--- config.mk ---
export PLATFORM = sky130hd
export DESIGN_NAME = vbp_axis
export DESIGN_NICKNAME = d
export VERILOG_FILES = /design/src/design/vbp_pkg.sv /design/src/design/vbp_axis.sv
export SDC_FILE = /design/constraint.sdc
export NUM_CORES = 1
export LEC_CHECK = 0
export BUFFER_PORTS_ARGS = -buffer_cell sky130_fd_sc_hd__buf_2
export CAP_MARGIN = 20
export CORE_ASPECT_RATIO = 1.4
export CORE_MARGIN = 2
export CORE_UTILIZATION = 59
export DETAILED_ROUTE_END_ITERATION = 7
export PLACE_DENSITY = 0.84
export SYNTH_ARGS = -nofsm -noshare
export SYNTH_HDL_FRONTEND = slang
export SYNTH_SLANG_ARGS = --single-unit
--- constraint.sdc ---
create_clock -name clk_i -period 4.5 [get_ports clk_i]
set_input_delay 0.675 -clock clk_i [delete_from_list [all_inputs] [get_ports clk_i]]
set_output_delay 0.675 -clock clk_i [all_outputs]
set_load 0.05 [all_outputs]
--- src/design/vbp_pkg.sv ---
// Package for the volume block pooling block: widths, register indexes,
// reduction modes, the per-axis status struct and config clamp functions.
// No dependencies.
package vbp_pkg;

  localparam int MAX_DIM    = 64;
  localparam int MAX_FACTOR = 16;
  localparam int DIM_W      = $clog2(MAX_DIM);
  localparam int SIZE_W     = 7;
  localparam int FACTOR_W   = 5;
  localparam int MODE_W     = 2;
  localparam int SAMPLE_W   = 32;
  localparam int VALUE_W    = 48;
  localparam int ADDR_W     = 2 * DIM_W;
  localparam int SPAN_W     = DIM_W + 2;
  localparam int CFG_IDX_W  = 3;
  localparam int CFG_DATA_W = 7;

  localparam logic [MODE_W-1:0] MODE_MAX    = 2'd0;
  localparam logic [MODE_W-1:0] MODE_ABSMAX = 2'd1;

  typedef enum logic [CFG_IDX_W-1:0] {
    REG_SIZE_X   = 3'd0,
    REG_SIZE_Y   = 3'd1,
    REG_SIZE_Z   = 3'd2,
    REG_FACTOR_X = 3'd3,
    REG_FACTOR_Y = 3'd4,
    REG_FACTOR_Z = 3'd5,
    REG_MODE     = 3'd6
  } reg_e;

  typedef logic [SIZE_W-1:0]   dim_t;
  typedef logic [FACTOR_W-1:0] fac_t;

  typedef struct packed {
    logic [DIM_W-1:0] bidx;
    logic             in_range;
    logic             first;
    logic             last_off;
    logic             last_blk;
  } axis_t;

  function automatic dim_t eff_size(input dim_t s);
    dim_t r;
    if (s == '0) begin
      r = SIZE_W'(1);
    end else if (s > SIZE_W'(MAX_DIM)) begin
      r = SIZE_W'(MAX_DIM);
    end else begin
      r = s;
    end
    return r;
  endfunction

  function automatic fac_t eff_factor(input fac_t f);
    fac_t r;
    if (f == '0) begin
      r = FACTOR_W'(1);
    end else if (f > FACTOR_W'(MAX_FACTOR)) begin
      r = FACTOR_W'(MAX_FACTOR);
    end else begin
      r = f;
    end
    return r;
  endfunction

endpackage

--- src/design/vbp_axis.sv ---
// Position tracker for one axis: sample position, offset inside the block,
// block start and block index, with range and block-edge status.
// Depends on vbp_pkg.
module vbp_axis import vbp_pkg::*; (
  input  logic  clk_i,
  input  logic  rst_ni,
  input  logic  clear_i,
  input  logic  step_i,
  input  dim_t  size_i,
  input  fac_t  factor_i,
  output logic  wrap_o,
  output axis_t stat_o
);

  logic [DIM_W-1:0]    pos_q, bstart_q, bidx_q;
  logic [FACTOR_W-1:0] off_q;
  logic [SIZE_W-1:0]   pos_inc;
  logic [FACTOR_W-1:0] off_inc;
  logic [SPAN_W-1:0]   span, span2;

  assign pos_inc = SIZE_W'(pos_q) + SIZE_W'(1);
  assign off_inc = off_q + FACTOR_W'(1);
  assign wrap_o  = pos_inc >= size_i;
  assign span    = SPAN_W'(bstart_q) + SPAN_W'(factor_i);
  assign span2   = span + SPAN_W'(factor_i);

  assign stat_o.bidx     = bidx_q;
  assign stat_o.in_range = span <= SPAN_W'(size_i);
  assign stat_o.first    = off_q == '0;
  assign stat_o.last_off = off_inc == factor_i;
  assign stat_o.last_blk = span2 > SPAN_W'(size_i);

  always_ff @(posedge clk_i or negedge rst_ni) begin
    if (!rst_ni) begin
      pos_q    <= '0;
      off_q    <= '0;
      bstart_q <= '0;
      bidx_q   <= '0;
    end else if (clear_i || (step_i && wrap_o)) begin
      pos_q    <= '0;
      off_q    <= '0;
      bstart_q <= '0;
      bidx_q   <= '0;
    end else if (step_i) begin
      pos_q <= pos_inc[DIM_W-1:0];
      if (off_inc == factor_i) begin
        off_q    <= '0;
        bstart_q <= bstart_q + DIM_W'(factor_i);
        bidx_q   <= bidx_q + DIM_W'(1);
      end else begin
        off_q <= off_inc;
      end
    end
  end

endmodule

==> reports/results.ini <==
[cells_and_area]
stdcell_count=317
drive_above_1_share_pct=16.7
utilization_pct=67.3
num-nets-final=329
layout-area-overhead-vs-synth_pct=11.5
num_antenna_cells=0
fill_cells=297

[setup_path]
crit_fanout=4
startpoint=factor_i[0]
cp.arrival_ps=3680
path_class=in -> out
crit_end=stat_o[0]
reg2reg_depth=11
rr_startpoint=pos_q[0]
timing.critical_path.required_ps=3830
cp-end-kind=primary output
reg2reg_to=bidx_q[0]
ff2ff_setup_slack_ps=1230
start_kind=input pin

[global_routing]
use_met3_pct=0.853
grt_use_total_pct=24.5
grt_max_degree=24
grt_pass1_vias=1880
gr-usage-met1_pct=32.5
antenna_found_initial=0
grt_overflow_total=0
busiest_layer=met2
grt_first_pass_wirelength_mm=8.57
met2_usage_pct=41.4

[clock_tree]
numCtsBuffers=3
cts_buffer_depth=2
clock-sinks=23
clk_pin_slew_ps=80
clockRootBuffer=clkbuf_8
cts_tree=built
cts_hold_buf=0
h-tree-depth=1
clk_latency_ps=270

[placement]
gp_congestion=0.904
io_buffer_count=26
hpwl_mm=3.81
dp.cells=312

[drt]
drt_iter0_drc=61
drc=0
viasPerCell=6.18
wire_per_inst_um=15.3
antenna_left=0
routed-via-count=1958
wl_mm=4.86
firstDrtPassIters=4

[timing]
setup_viol=0
relSlewSlack_pct=59.7
period_share_pct=96.7
worstMarginPinSlew_ps=600
worst_clock_skew_ps=1.37
finalSetupTns_ps=0
slew_viol_final=0
fin_crit_ps=4350
hold_viol=0
max_freq_mhz=230

[logic_synthesis]
avgSynthCellArea_um2=8.79
synth_compound_area_share_pct=22.8
syn_inst=248
yosys_warnings=0
yosys.area_share.simple_pct=17.0
syn-num-nets=301
synth_top_family_by_area=compound AO/OA/AOI/OAI gates
ys.flop_type=dfrtp_1
ys_ff_latch=23
yosysUniqueCellTypes=47
seq_area_frac_synth_pct=26.4
async_reset_ff_share_pct=100
synthAdderAreaFrac_pct=21.9
synth_area_um2=2180
synth_edf_count=0
muxShareOfSynthArea_pct=0.976
synth-xor-area-share_pct=6.83

[power_and_ir_drop]
worst_ir_drop_vdd_v=0.000236
p_leak_uw=0.00122
p_per_area_nw_per_um2=244

[floorplan]
die_h_um=75.9
dieArea_um2=4200
die_w_um=55.4
rows=26
core_um2=3610
io_pins=27
start_util_pct=60.4

[hold_path]
min_path_type=in -> async

[run]
maxCapViolations=0

[outcome]
status=completed

==> flip-flops by register name (all words and copies together) (netlist names) <==
register  cells
bidx_q        6
bstart_q      6
pos_q         6
off_q         5
==> metrics by stage <==
step | hold slack (ps) | area [um2] | setup slack (ps) | power (uW)
floorplan | 379 | 2180 | 58.2 | 398
global placement | 495 | 2350 | 155 | 450
detailed placement | 499 | 2350 | 69.5 | 457
CTS | 394 | 2390 | 53.1 | 584
global route | 411 | 2430 | -18.9 | 636
finish | 367 | 2430 | 148 | 593
==> critical path: stages <==
cell and delay (ps):
buf_2 130, ha_2 220, fa_2 610, inv_1 60
fa_1 440, nor2b_1 150, o21a_1 140, o21ai_0 80
nand2b_1 110, a21oi_1 70, a31oi_1 200, ha_1 280
nand4_1 80, o22ai_1 80, o21ai_1 150, buf_6 180
==> cell type report <==
class	instances	area (um2)	area share, %
clock buffer	3	41.3	1.70
clock inverter	1	5.00	0.206
inverter	19	71.3	2.93
multi-input combinational	202	1540	63.4
sequential	23	576	23.7
tap	42	52.6	2.16
timing repair buffer	27	144	5.92
==> metal layers <==
metal	wire length (um)	vias up
met3	143	9
li1	-	971
met5	0	-
met1	2040	925
met4	83	0
met2	2600	53
==> cell families after synthesis <==
family	count (synthesis)
compound gates	77
xor+xnor	17
fa+ha+maj	37
buf+inv	23
flops	23
mux	2
simple gates	69
==> how the worst min path moves through the flow <==
stage                        endpoint  slack (ps)  cells past startpoint
final                       bidx_q[4]         370                      1
after floorplan             bidx_q[0]         380                      0
after detailed placement  bstart_q[3]         500                      1
after CTS                    pos_q[2]         390                      1
after global routing        bidx_q[4]         410                      1
after global placement    bstart_q[3]         500                      1
==> timing repair <==
action,4_1_cts,5_1_grt
gates resized for setup,0,9
setup buffers,0,1
setup endpoints to repair,0,1
==> placed cells by master, fill, tap and decap left out, types with 3 or more instances in the layout <==
cell,netlist,final
dfrtp_1,23,23
a22o_1,6,6
o21a_1,4,4
xor2_1,6,5
nand2b_1,5,5
nor2b_1,5,5
nand4_1,3,3
a21oi_1,17,16
nor2_1,10,10
a21o_1,6,6
a31oi_1,6,6
or4_1,3,3
buf_2,0,25
nand3_1,10,10
inv_1,18,18
o22ai_1,4,4
clkbuf_8,0,3
xnor2_1,11,10
nand2_1,17,17
ha_1,35,34
and3_1,5,5
o21ai_1,1,3
o21ai_0,20,18
==> synthesized netlist by cell type, types with 2 or more instances <==
cell,number,area (um2)
a22oi_1,2,15.0
a21o_1,6,45.0
a211oi_1,2,15.0
o22ai_1,4,25.0
and3_1,5,31.3
o211ai_1,2,15.0
a22o_1,6,52.6
ha_1,35,438
a21oi_1,17,85.1
nand2_1,17,63.8
nor2b_1,5,31.3
xor2_1,6,52.6
dfrtp_1,23,576
inv_1,18,67.6
clkbuf_1,3,11.3
o21ai_0,20,100
o21a_1,4,30.0
nor2_1,10,37.5
or4_1,3,22.5
nor3_1,2,10.0
xnor2_1,11,96.3
fa_1,2,40.0
a31oi_1,6,37.5
nand3_1,10,50.1
nand2b_1,5,31.3
nand4_1,3,18.8
==> report_power, final <==
part	internal (uW)	switching (uW)	leakage, uW
clock	61.9	66.6	0.0000255
combinational	96.1	145	0.000876
sequential	214	9.85	0.000317
total	372	221	0.00122
Power figures use the tool's default switching activity.
